==> src/rtl/pva_pkg.sv <==
`timescale 1ns / 1ps
// ----------------------------------------------------------------------------
// pva_pkg
// Shared types and codes for the polyphonic voice allocator.
// ----------------------------------------------------------------------------
package pva_pkg;

    localparam int KEY_W    = 7;
    localparam int VEL_W    = 7;
    localparam int VOICE_W  = 2;
    localparam int ACTION_W = 2;

    typedef enum logic {
        OP_NOTE_ON  = 1'b0,
        OP_NOTE_OFF = 1'b1
    } t_op;

    typedef enum logic [ACTION_W-1:0] {
        ACT_VEL_CHANGE = 2'd0,
        ACT_START      = 2'd1,
        ACT_SILENCE    = 2'd2
    } t_action;

    typedef struct packed {
        logic             op;
        logic [KEY_W-1:0] key;
        logic [VEL_W-1:0] velocity;
    } t_in_req;

    typedef struct packed {
        logic [VOICE_W-1:0]  voice;
        logic [ACTION_W-1:0] action;
        logic [KEY_W-1:0]    note_key;
        logic [VEL_W-1:0]    level;
        logic                stolen;
    } t_out_rsp;

endpackage

==> src/rtl/pva_voice_cell.sv <==
`timescale 1ns / 1ps
// ----------------------------------------------------------------------------
// pva_voice_cell
// One voice slot: holds its key and busy flag, compares against the request
// key and passes the key-hit and free-voice search on to the next cell.
// ----------------------------------------------------------------------------
module pva_voice_cell #(
    parameter int IDX_W = 2,
    parameter int INDEX = 0
) (
    input  logic                      i_clk,
    input  logic                      i_rst_n,
    input  logic [pva_pkg::KEY_W-1:0] i_key,
    input  logic                      i_load,
    input  logic                      i_clear,
    input  logic                      i_hit,
    input  logic [IDX_W-1:0]          i_hit_idx,
    input  logic                      i_free,
    input  logic [IDX_W-1:0]          i_free_idx,
    output logic                      o_hit,
    output logic [IDX_W-1:0]          o_hit_idx,
    output logic                      o_free,
    output logic [IDX_W-1:0]          o_free_idx
);
    import pva_pkg::*;

    logic             r_busy;
    logic             n_busy;
    logic [KEY_W-1:0] r_key;
    logic             match;

    assign match = r_busy && (r_key == i_key);

    always_comb begin
        n_busy = r_busy;
        if (i_load) begin
            n_busy = 1'b1;
        end else if (i_clear) begin
            n_busy = 1'b0;
        end
    end

    // lowest matching voice wins, highest free voice wins
    always_comb begin
        o_hit      = i_hit;
        o_hit_idx  = i_hit_idx;
        o_free     = i_free;
        o_free_idx = i_free_idx;
        if (!i_hit && match) begin
            o_hit     = 1'b1;
            o_hit_idx = IDX_W'(INDEX);
        end
        if (!r_busy) begin
            o_free     = 1'b1;
            o_free_idx = IDX_W'(INDEX);
        end
    end

    always_ff @(posedge i_clk) begin
        if (!i_rst_n) begin
            r_busy <= 1'b0;
        end else begin
            r_busy <= n_busy;
        end
    end

    always_ff @(posedge i_clk) begin
        if (i_load) begin
            r_key <= i_key;
        end
    end

endmodule

==> src/rtl/pva_hist_cell.sv <==
`timescale 1ns / 1ps
// ----------------------------------------------------------------------------
// pva_hist_cell
// One slot of the allocation history; shifts its neighbor's voice index in
// on every new allocation.
// ----------------------------------------------------------------------------
module pva_hist_cell #(
    parameter int IDX_W = 2
) (
    input  logic             i_clk,
    input  logic             i_rst_n,
    input  logic             i_shift,
    input  logic [IDX_W-1:0] i_din,
    output logic [IDX_W-1:0] o_slot
);
    logic [IDX_W-1:0] r_slot;
    logic [IDX_W-1:0] n_slot;

    assign n_slot = i_shift ? i_din : r_slot;
    assign o_slot = r_slot;

    always_ff @(posedge i_clk) begin
        if (!i_rst_n) begin
            r_slot <= '0;
        end else begin
            r_slot <= n_slot;
        end
    end

endmodule

==> src/rtl/polyphonic_voice_allocator.sv <==
`timescale 1ns / 1ps
// ----------------------------------------------------------------------------
// polyphonic_voice_allocator
// Assigns note-on and note-off requests to voices with oldest-note stealing.
// ----------------------------------------------------------------------------
// One request is taken per clock unless stalled; its result, if any, appears
// in the output register on the next cycle. The input stalls only while that
// register is full and the output stalls. The cycle time is set by the key
// and free-voice search rippling through the chain of VOICE_COUNT voice cells.
// Reset leaves all voices free and the history all zero; no clearing pass.
// ----------------------------------------------------------------------------
module polyphonic_voice_allocator #(
    parameter int VOICE_COUNT = 4
) (
    input  logic              i_clk,
    input  logic              i_rst_n,
    input  logic              i_in_valid,
    output logic              o_in_stall,
    input  pva_pkg::t_in_req  i_in_req,
    output logic              o_out_valid,
    input  logic              i_out_stall,
    output pva_pkg::t_out_rsp o_out_rsp
);
    import pva_pkg::*;

    localparam int IDX_W = (VOICE_COUNT > 1) ? $clog2(VOICE_COUNT) : 1;
    localparam int EXT_W = (IDX_W > VOICE_W) ? IDX_W : VOICE_W;

    logic                              accept;
    logic                              is_on;
    logic [VOICE_COUNT:0]              hit_c;
    logic [VOICE_COUNT:0]              free_c;
    logic [VOICE_COUNT:0][IDX_W-1:0]   hit_idx_c;
    logic [VOICE_COUNT:0][IDX_W-1:0]   free_idx_c;
    logic [VOICE_COUNT-1:0][IDX_W-1:0] hist;
    logic                              hit;
    logic                              any_free;
    logic [IDX_W-1:0]                  hit_idx;
    logic [IDX_W-1:0]                  pick;
    logic                              alloc;
    logic [EXT_W-1:0]                  voice_ext;
    logic                              r_out_valid;
    logic                              n_out_valid;
    t_out_rsp                          r_out_rsp;
    t_out_rsp                          n_out_rsp;

    assign o_in_stall = r_out_valid && i_out_stall;
    assign accept     = i_in_valid && !o_in_stall;
    assign is_on      = (i_in_req.op == OP_NOTE_ON);

    assign hit_c[0]      = 1'b0;
    assign free_c[0]     = 1'b0;
    assign hit_idx_c[0]  = '0;
    assign free_idx_c[0] = '0;

    assign hit      = hit_c[VOICE_COUNT];
    assign hit_idx  = hit_idx_c[VOICE_COUNT];
    assign any_free = free_c[VOICE_COUNT];
    assign pick     = any_free ? free_idx_c[VOICE_COUNT] : hist[VOICE_COUNT-1];
    assign alloc    = accept && is_on && !hit;

    genvar g;
    generate
        for (g = 0; g < VOICE_COUNT; g++) begin : g_voice
            pva_voice_cell #(
                .IDX_W (IDX_W),
                .INDEX (g)
            ) u_voice (
                .i_clk      (i_clk),
                .i_rst_n    (i_rst_n),
                .i_key      (i_in_req.key),
                .i_load     (alloc && (pick == IDX_W'(g))),
                .i_clear    (accept && !is_on && hit && (hit_idx == IDX_W'(g))),
                .i_hit      (hit_c[g]),
                .i_hit_idx  (hit_idx_c[g]),
                .i_free     (free_c[g]),
                .i_free_idx (free_idx_c[g]),
                .o_hit      (hit_c[g+1]),
                .o_hit_idx  (hit_idx_c[g+1]),
                .o_free     (free_c[g+1]),
                .o_free_idx (free_idx_c[g+1])
            );

            if (g == 0) begin : g_head
                pva_hist_cell #(
                    .IDX_W (IDX_W)
                ) u_hist (
                    .i_clk   (i_clk),
                    .i_rst_n (i_rst_n),
                    .i_shift (alloc),
                    .i_din   (pick),
                    .o_slot  (hist[g])
                );
            end else begin : g_tail
                pva_hist_cell #(
                    .IDX_W (IDX_W)
                ) u_hist (
                    .i_clk   (i_clk),
                    .i_rst_n (i_rst_n),
                    .i_shift (alloc),
                    .i_din   (hist[g-1]),
                    .o_slot  (hist[g])
                );
            end
        end
    endgenerate

    assign voice_ext = (is_on && !hit) ? EXT_W'(pick) : EXT_W'(hit_idx);

    always_comb begin
        n_out_valid = r_out_valid && i_out_stall;
        n_out_rsp   = r_out_rsp;
        if (accept) begin
            n_out_valid        = is_on || hit;
            n_out_rsp.voice    = voice_ext[VOICE_W-1:0];
            n_out_rsp.note_key = i_in_req.key;
            n_out_rsp.stolen   = 1'b0;
            if (!is_on) begin
                n_out_rsp.action = ACT_SILENCE;
                n_out_rsp.level  = '0;
            end else if (hit) begin
                n_out_rsp.action = ACT_VEL_CHANGE;
                n_out_rsp.level  = i_in_req.velocity;
            end else begin
                n_out_rsp.action = ACT_START;
                n_out_rsp.level  = i_in_req.velocity;
                n_out_rsp.stolen = !any_free;
            end
        end
    end

    always_ff @(posedge i_clk) begin
        if (!i_rst_n) begin
            r_out_valid <= 1'b0;
        end else begin
            r_out_valid <= n_out_valid;
        end
    end

    always_ff @(posedge i_clk) begin
        r_out_rsp <= n_out_rsp;
    end

    assign o_out_valid = r_out_valid;
    assign o_out_rsp   = r_out_rsp;

endmodule

==> config.mk <==
export PLATFORM = sky130hd
export DESIGN_NAME = polyphonic_voice_allocator
export DESIGN_NICKNAME = d
export VERILOG_FILES = /design/src/rtl/pva_pkg.sv /design/src/rtl/pva_voice_cell.sv /design/src/rtl/pva_hist_cell.sv /design/src/rtl/polyphonic_voice_allocator.sv
export SDC_FILE = /design/constraint.sdc
export NUM_CORES = 1
export LEC_CHECK = 0
export BUFFER_PORTS_ARGS = -buffer_cell sky130_fd_sc_hd__buf_2
export CORE_AREA = 2 2 72 74
export DETAILED_ROUTE_END_ITERATION = 8
export DIE_AREA = 0 0 74 76
export MAX_ROUTING_LAYER = met4
export PLACE_DENSITY = 0.76
export SETUP_SLACK_MARGIN = 0.4
export SLEW_MARGIN = 0
export SYNTH_ARGS = -nofsm -noshare
export SYNTH_HDL_FRONTEND = slang
export SYNTH_SLANG_ARGS = --single-unit
==> constraint.sdc <==
create_clock -name i_clk -period 6.7 [get_ports i_clk]
set_input_delay 1.34 -clock i_clk [delete_from_list [all_inputs] [get_ports i_clk]]
set_output_delay 1.34 -clock i_clk [all_outputs]
set_load 0.02 [all_outputs]
==> After elaboration in Yosys (flattened, before gate mapping) <==
Cells that the tools add are included.
{ "classes": {"reduce_logical": 36, "n_shift": 0, "n_eq_ne": 10, "n_div": 0, "mul": 0, "bitwise": 1, "magnitude_cmp": 0, "muxes": 26, "add_sub_neg": 0} }
{ "op_table": {"columns": ["op", "count"], "rows": [
  ["7-bit == test", 4],
  ["1-bit logical AND", 22],
  ["1-bit 2-to-1 mux", 20],
  ["2-bit 2-to-1 mux", 6],
  ["2-bit == test (second input constant)", 4],
  ["2-bit nonzero test", 4],
  ["1-bit logical NOT", 6],
  ["2-bit by 1-bit == test with 1-bit output (second input constant)", 2],
  ["2-bit logical NOT", 2],
  ["2-bit OR reduction", 1],
  ["1-bit logical OR", 1],
  ["1-bit inverter", 1]
]} }
{ "totals": {"wordCells": 91, "mem_bits_ro": 0, "ramBits": 0, "mem_count": 0, "output_inout_bits": 21, "regBits": 60, "latch_bits": 0} }

==> Depth between registers and ports, before layout <==
Gate-level depths: netlist of the first run.
{ "depth": {"ltp_word": 16, "ltp_mapped": 9, "mapped_depth_nobuf": 6} }

==> Hierarchy <==
Synthesis of the first run repeated with hierarchy kept, for this count alone.
{ "hier_totals": {"hier_cells": 200, "hier_area_um2": 2615.0} }
{ "by_module_without_submodules": {"columns": ["mod", "cells_per_inst", "area_each_um2", "instances", "seq_area_each_um2"], "rows": [
  ["polyphonic_voice_allocator", 59, 804.5, 1, 590.6],
  ["pva_voice_cell (g_voice[1].u_voice ...)", 29, 377.9, 2, 230.2],
  ["pva_voice_cell (g_voice[0].u_voice)", 29, 385.4, 1, 230.2],
  ["pva_voice_cell (g_voice[3].u_voice)", 30, 379.1, 1, 230.2],
  ["pva_hist_cell", 6, 72.6, 4, 40.0]
]} }

==> Worst setup path before layout of the first run <==
Ideal clock, no wire load.
{ "synth_timing": {"path_type": "input port to flip-flop", "from": "input port i_in_req[12] in the netlist's numbering", "to": "register g_voice[1].u_voice.r_key[0] (enable)", "path_buffers": 3, "setup_ps": 380, "cell_stages": 8, "required_time_ps": 6320, "arrival_time_ps": 3611, "path_slack_ps": 2709, "cell_sequence": "clkbuf_2 xnor2_1 and4_1 or4_4 or3b_1 buf_6 buf_12 nor3_1"} }
{ "synth_via": {"elab_chain_cells": 15, "word_cells_on_any_way": 21, "classes_between": "eq/ne: 4; mux: 4; reduce/logical: 13"} }
{ "synth_rtl": {"columns": ["item", "line_no", "text"], "rows": [
  ["from (decl)", "polyphonic_voice_allocator.sv:19", "input pva_pkg::t_in_req i_in_req,"],
  ["7-bit == test", "pva_voice_cell.sv:32", "assign match = r_busy && (r_key == i_key);"],
  ["1-bit logical AND", "pva_voice_cell.sv:32", null],
  ["1-bit 2-to-1 mux", "pva_voice_cell.sv:49", "if (!i_hit && match) begin"],
  ["1-bit logical NOT", "pva_voice_cell.sv:49", null],
  ["1-bit logical AND", "pva_voice_cell.sv:49", null],
  ["1-bit 2-to-1 mux", "pva_voice_cell.sv:49", null],
  ["1-bit logical NOT", "pva_voice_cell.sv:49", null],
  ["1-bit logical AND", "pva_voice_cell.sv:49", null],
  ["1-bit 2-to-1 mux", "pva_voice_cell.sv:49", null],
  ["1-bit logical NOT", "pva_voice_cell.sv:49", null],
  ["1-bit logical AND", "pva_voice_cell.sv:49", null],
  ["1-bit 2-to-1 mux (*)", "pva_voice_cell.sv:49", null],
  ["1-bit logical NOT (*)", "polyphonic_voice_allocator.sv:60", "assign alloc = accept && is_on && !hit;"],
  ["1-bit logical AND (*)", "polyphonic_voice_allocator.sv:60", null],
  ["1-bit logical AND (*)", "polyphonic_voice_allocator.sv:72", ".i_load (alloc && (pick == IDX_W'(g))),"],
  ["net g_voice[1].u_voice.i_load", "pva_voice_cell.sv:14", "input logic i_load,"],
  ["to (signal assigned)", "pva_voice_cell.sv:69", "r_key <= i_key;"],
  ["to (decl)", "pva_voice_cell.sv:29", "logic [KEY_W-1:0] r_key;"]
]} }
Mark *: on every way through the listed nets, which the timed path passes. The rest lies on a longest branch.
A chain may end at the register's enable or synchronous reset.

==> Worst setup path in the final report of the first run <==
{ "layout_timing": {"from": "input port i_in_req[10] in the netlist's numbering", "to": "register g_voice[3].u_voice.r_key[2] (enable)"} }
{ "layout_via": {"elab_chain_cells": 15, "word_cells_on_any_way": 21, "classes_between": "eq/ne: 4; mux: 4; reduce/logical: 13"} }
{ "layout_rtl": {"columns": ["item", "line_no"], "rows": [
  ["7-bit == test", "pva_voice_cell.sv:32"],
  ["1-bit logical AND", "pva_voice_cell.sv:32"],
  ["1-bit 2-to-1 mux", "pva_voice_cell.sv:49"],
  ["1-bit logical NOT", "pva_voice_cell.sv:49"],
  ["1-bit logical AND", "pva_voice_cell.sv:49"],
  ["1-bit 2-to-1 mux", "pva_voice_cell.sv:49"],
  ["1-bit logical NOT", "pva_voice_cell.sv:49"],
  ["1-bit logical AND", "pva_voice_cell.sv:49"],
  ["1-bit 2-to-1 mux", "pva_voice_cell.sv:49"],
  ["1-bit logical NOT", "pva_voice_cell.sv:49"],
  ["1-bit logical AND", "pva_voice_cell.sv:49"],
  ["1-bit 2-to-1 mux (*)", "pva_voice_cell.sv:49"],
  ["1-bit logical NOT (*)", "polyphonic_voice_allocator.sv:60"],
  ["1-bit logical AND (*)", "polyphonic_voice_allocator.sv:60"],
  ["1-bit logical AND (*)", "polyphonic_voice_allocator.sv:72"],
  ["net g_voice[3].u_voice.i_load", "pva_voice_cell.sv:14"],
  ["to (signal assigned)", "pva_voice_cell.sv:69"],
  ["to (decl)", "pva_voice_cell.sv:29"]
]} }
Marked as above.

==> reports/qor.yml, run 1 <==
status: "complete, no violations"
synth_area_um2: 2439
hold_path_class: "register to register"
antenna_cells: 0
grt_pass1_vias: 1414
ys_seq_area_share_pct: 68.55
cts_max_level: 3
hp-start: "g_voice[3].g_tail.u_hist.o_slot[0]"
ys_ff_latch: 60
cp_data_required_time_ns: 6.66
gp_congestion: 0.8238
rr_startpoint: "g_voice[3].u_voice.r_key[3]"
postRouteAntennaNets: 0
slew_headroom_pct: 33.80
grt_usage_pct: 16.86
final_common_cell: "edfxtp_1"
yosys.cell_types.count: 29
power.density_nw_per_um2: 262.6
fin_skew_ns: 0.005410
drc: 0
routed_via_density: 5.017
mostFrequentLayoutCells: "edfxtp_1 (47), buf_2 (39), xnor2_1 (22), nand2_1 (22), dfxtp_1 (13)"
drv_cap: 0
drt_pre_antenna_iters: 4
core_area_um2: 4912
placed_cell_area_um2: 2674
grt_first_pass_wirelength_um: 6617
dieArea_um2: 5624
path_max_fanout: 16
ios: 40
antenna_found_initial: 0
fp.dieW_um: 74
start_util_pct: 49.64
post_drt_wl_per_cell_um: 13.96
drive_gt1_share_pct: 24.11
layout_worst_path_cycle_share_pct: 62.91
ys_warn_count: 0
fp.dieH_um: 76
final-hold-violation-count: 0
min_period_ns: 4.215
r2r-end: "g_voice[3].u_voice.r_key[2]"
cts_buffers: 9
synth_compound_area_share_pct: 3.232
grt_max_degree: 22
multi_input_comb_area_um2: 711.9
tritoncts: "done"
fillers: 395
setup_viol: 0
register_area_um2: 1672
postCtsSetupBuffers: 0
holdPathEnd: "g_voice[3].g_tail.u_hist.o_slot[0]"
routed_wl_um: 4103
drtIter0Drc: 118
synthCells: 175
overflow: 0
num_rows: 26
dp_hpwl_um: 2755
fin_area_um2: 2833
clock_latency_ns: 0.34
p_leak_uw: 0.001023
reg2reg_slack_ns: 3.36
ir_worst_vdd_v: 0.0001548
finalMaxSlewViolations: 0
avgSynthCellArea_um2: 13.93
ctsResizeCount: 0
critical_path_class: "input port to register"
min_path_cells: 2
synth_xor_area_share_pct: 10.06
nets: 238
r2r_cells: 6
synth-simple-area-share_pct: 12.62
crit_arrival_ns: 4.18
clockBufferDepth: 2
cts-root-buf: "clkbuf_8"
synth-adder-area-share_pct: 0
syn_nets: 194
synth_top_family_by_area: "simple AND/OR/NAND/NOR gates"
fmax_ghz: 0.2373
end_kind: "register"
rsz0062_at_grt: "false"
cp-start-kind: "input port"
muxShareOfSynthArea_pct: 3.284
tightestPinTransition_ns: 0.9854
clkTransAtPathRegs_ns: 0.06
clock_sinks: 60
cts_hold_buf: 0
syn_to_final_growth_pct: 16.16
setup-tns-final_ns: 0
via_count: 1475
portBuffers: 39
layout make-up:
class                   count  share of cell area (%)
clock buffers              10                   4.505
clock inverters             6                   1.104
inverters                   2                  0.2650
multi-input cells         107                   25.13
flip-flops and latches     60                   59.01
well taps                  70                   3.092
repair buffers             39                   6.890
report_power, final:
group,switching [uW],internal (uW)
Clock,135,129
Combinational,38.3,21.0
Sequential,4.38,416
cells in the mapped netlist:
cell	number	area, um2
o21ai_0	1	5.000
a21oi_1	1	5.000
dfxtp_1	13	260.3
nor2b_1	8	50.05
o32ai_1	2	17.52
clkbuf_2	1	5.000
mux2i_1	8	80.08
or2_2	1	6.260
nor4_1	3	18.77
nor2_1	7	26.28
o31ai_1	2	15.01
buf_12	1	20.02
nand3_1	2	10.01
and4_1	1	8.760
inv_1	2	7.510
clkbuf_1	3	11.26
xnor2_1	22	192.7
or3b_1	1	8.760
and2_1	1	6.260
edfxtp_1	47	1411
nand2_1	22	82.58
or4_4	1	11.26
o221a_2	1	11.26
o311ai_0	2	17.52
a21boi_0	1	7.510
buf_6	1	11.26
nor3_1	7	35.03
nand4_1	7	43.79
xor2_1	6	52.55
cells by family (layout without fill, tap and decap cells):
logic type | count (synthesis) | in the layout
buffers and inverters | 8 | 57
muxes | 8 | 8
and+or+nand+nor | 61 | 61
xor gates and xnor gates | 28 | 28
DFF | 60 | 60
AOI/OAI and AO/OA | 10 | 10
how the worst max path moves through the flow:
| stage | slack [ns] | startpoint | cells after the start | to |
|---|---|---|---|---|
| 3_3_place_gp | 2.14 | i_in_req[10] | 7 | g_voice[3].u_voice.r_key[5] |
| 3_5_place_dp | 2.09 | i_in_req[10] | 7 | g_voice[3].u_voice.r_key[3] |
| 2_1_floorplan | 2.71 | i_in_req[12] | 8 | g_voice[1].u_voice.r_key[0] |
| 4_1_cts | 2.44 | i_in_req[10] | 7 | g_voice[3].u_voice.r_key[2] |
| 6_report | 2.49 | i_in_req[10] | 7 | g_voice[3].u_voice.r_key[2] |
| 5_1_grt | 2.30 | i_in_req[10] | 7 | g_voice[0].u_voice.r_key[5] |
routing by layer:
metal,track usage [%],routed length (um),vias up
li1,-,-,728
met1,21.61,1877,668
met2,22.86,1783,65
met3,5.291,317,14
met4,10.91,125,0
met5,-,0,-
registers in the layout (all words and copies together), names as in the netlist:
signal	cells
g_voice.u_voice.r_key	28
o_out_rsp	19
g_voice.g_tail.u_hist.o_slot	6
g_voice.u_voice.r_busy	4
g_voice.g_head.u_hist.o_slot	2
o_out_valid	1
worst max-delay path, cell delays in order:
cell    delay [ns]
buf_2         0.22
xor2_1        0.20
nor4_1        0.08
and4_1        0.19
or4_4         0.55
or3b_1        0.69
nor3_1        0.90
through the flow:
stage | hold WS (ns) | utilization, % | cells | total power [uW] | worst slack, ns
finish | 0.4652 | 57.67 | 294 | 743.8 | 2.485
global placement | 0.4527 | 54.43 | 278 | 487.2 | 2.140
detailed placement | 0.4592 | 54.43 | 278 | 487.9 | 2.086
CTS | 0.4702 | 57.67 | 294 | 750.7 | 2.441
global route | 0.5025 | 57.67 | 294 | 773.2 | 2.296
floorplan | 0.4384 | - | 175 | 466.5 | 2.709
Note: power is estimated with default switching activity, not from simulation.
==> run 2, diff against run 1 <==
==> constraint.sdc (replaced) <==
create_clock -name i_clk -period 4.4 [get_ports i_clk]
set_input_delay 0.88 -clock i_clk [delete_from_list [all_inputs] [get_ports i_clk]]
set_output_delay 0.88 -clock i_clk [all_outputs]
set_load 0.02 [all_outputs]
==> run 2 against run 1 <==
  * Combinational power is 57% higher
  * Clock skew hardly changed
  * Global-route usage is 0.82 points higher
  * First-iteration DRC count is 38% lower
  * Largest cell class unchanged
==> reports/qor.yml, run 2 (same netlist as run 1, synthesis figures left out) <==
grt_max_degree: 22
slew_headroom_pct: 51.81
clockBufferDepth: 2
final_common_cell: "edfxtp_1"
path_max_fanout: 16
num_rows: 26
drive_gt1_share_pct: 25.55
rsz0062_at_grt: "false"
tritoncts: "done"
mostFrequentLayoutCells: "edfxtp_1 (47), buf_2 (39), xnor2_1 (22), nand2_1 (22), dfxtp_1 (13)"
critical_path_class: "input port to register"
fp.dieW_um: 74
end_kind: "register"
cts_buffers: 9
slowest_delay_ns: 0.71
multi_input_comb_area_um2: 711.9
cp-start-kind: "input port"
nets: 243
drt_pre_antenna_iters: 4
ctsResizeCount: 0
dp_hpwl_um: 2941
drc: 0
clock_sinks: 60
fmax_ghz: 0.3066
regMostFlops: "g_voice.u_voice.r_key"
path_delay_family: "simple AND/OR/NAND/NOR gates"
postCtsSetupBuffers: 0
antenna_cells: 0
final-hold-violation-count: 0
routed_wl_um: 4396
finish.utilization_pct: 58.66
min_path_cells: 2
routed_via_density: 5.104
core_area_um2: 4912
antenna_found_initial: 0
layout_worst_path_cycle_share_pct: 74.12
clock_latency_ns: 0.34
fin_skew_ns: 0.004988
grt_first_pass_wirelength_um: 7010
largest_register_ffs: 28
path_buf_inv: 2
via_count: 1516
clkTransAtPathRegs_ns: 0.06
fp.dieH_um: 76
path_cells: "buf_2 > xor2_1 > nor2_1 > and4_1 > or4_4 > or3b_1 > nor3_1 > buf_4"
hold_path_class: "register to register"
ir_worst_vdd_v: 0.0002558
syn_to_final_growth_pct: 18.16
crit_arrival_ns: 3.32
setup-tns-final_ns: 0
gp_congestion: 0.8097
power.density_nw_per_um2: 409.0
setup_viol: 0
p_leak_uw: 0.001062
status: "complete, no violations"
post_drt_wl_per_cell_um: 14.80
start_util_pct: 49.64
cts_max_level: 3
overflow: 0
cts-root-buf: "clkbuf_8"
portBuffers: 39
postRouteAntennaNets: 0
dieArea_um2: 5624
drv_cap: 0
slowest_stage: "or3b_1"
register_area_um2: 1672
fillers: 396
crit_cells: 8
grt_usage_pct: 17.68
drtIter0Drc: 73
tightestPinTransition_ns: 0.7228
r2r_cells: 7
finalMaxSlewViolations: 0
min_period_ns: 3.261
cts_hold_buf: 0
grt_pass1_vias: 1475
cp_data_required_time_ns: 4.45
ios: 40
## run 2: cell types whose count changed in the layout (fill, tap and decap cells not counted)
| cell | delta |
|---|---|
| clkinvlp_4 | -2 |
| buf_4 | +5 |
| clkinv_1 | -1 |
| bufinv_16 | +1 |
## run 2: cell type report
cell class                      instances  area share [%]
Clock buffer                           10           4.429
Clock inverter                          4           1.476
Inverter                                2          0.2605
Sequential cell                        60           58.01
Multi-Input combinational cell        107           24.71
Tap cell                               70           3.040
Timing Repair Buffer                   44           8.076
## run 2: stage by stage
| step | power (uW) | hold WS, ns | area [um2] | setup WS [ns] | instances |
|---|---|---|---|---|---|
| after CTS | 1189 | 0.4697 | 2882 | 1.132 | 297 |
| final | 1178 | 0.4670 | 2882 | 1.139 | 297 |
| after global routing | 1223 | 0.4882 | 2882 | 0.9790 | 297 |
| after floorplan | 710.3 | 0.4384 | 2439 | 0.8690 | 175 |
| after detailed placement | 746.5 | 0.4602 | 2711 | 0.7814 | 283 |
| after global placement | 745.2 | 0.4511 | 2711 | 0.8073 | 283 |
## run 2: worst paths after layout
path	from	to	slack [ns]
setup / recovery	i_in_req[11]	g_voice[1].u_voice.r_key[1]	1.14
hold / removal	g_voice[3].g_tail.u_hist.o_slot[1]	g_voice[3].g_tail.u_hist.o_slot[1]	0.47
setup reg to reg	g_voice[3].u_voice.r_key[6]	g_voice[1].u_voice.r_key[1]	1.51
hold reg to reg	g_voice[3].g_tail.u_hist.o_slot[1]	g_voice[3].g_tail.u_hist.o_slot[1]	0.47
## run 2: where the power goes
group / internal [uW] / switching (uW)
combinational: 33.9 / 59.6
sequential: 633 / 7.08
clock: 250 / 195
## run 2: per-layer routing
layer,GRT usage [%],vias to the layer above,routed length (um)
li1,-,736,-
met1,23.02,715,1951
met2,24.20,51,2006
met3,6.217,14,325
met4,9.273,0,113
met5,-,-,0
## run 2: worst reg2reg max path, stage by stage, from the launching register on
cell and delay (ns):
edfxtp_1 0.41, xor2_1 0.17, nor4_1 0.08, and4_1 0.19, or4_4 0.56, or3b_1 0.71, nor3_1 0.30, buf_4 0.19
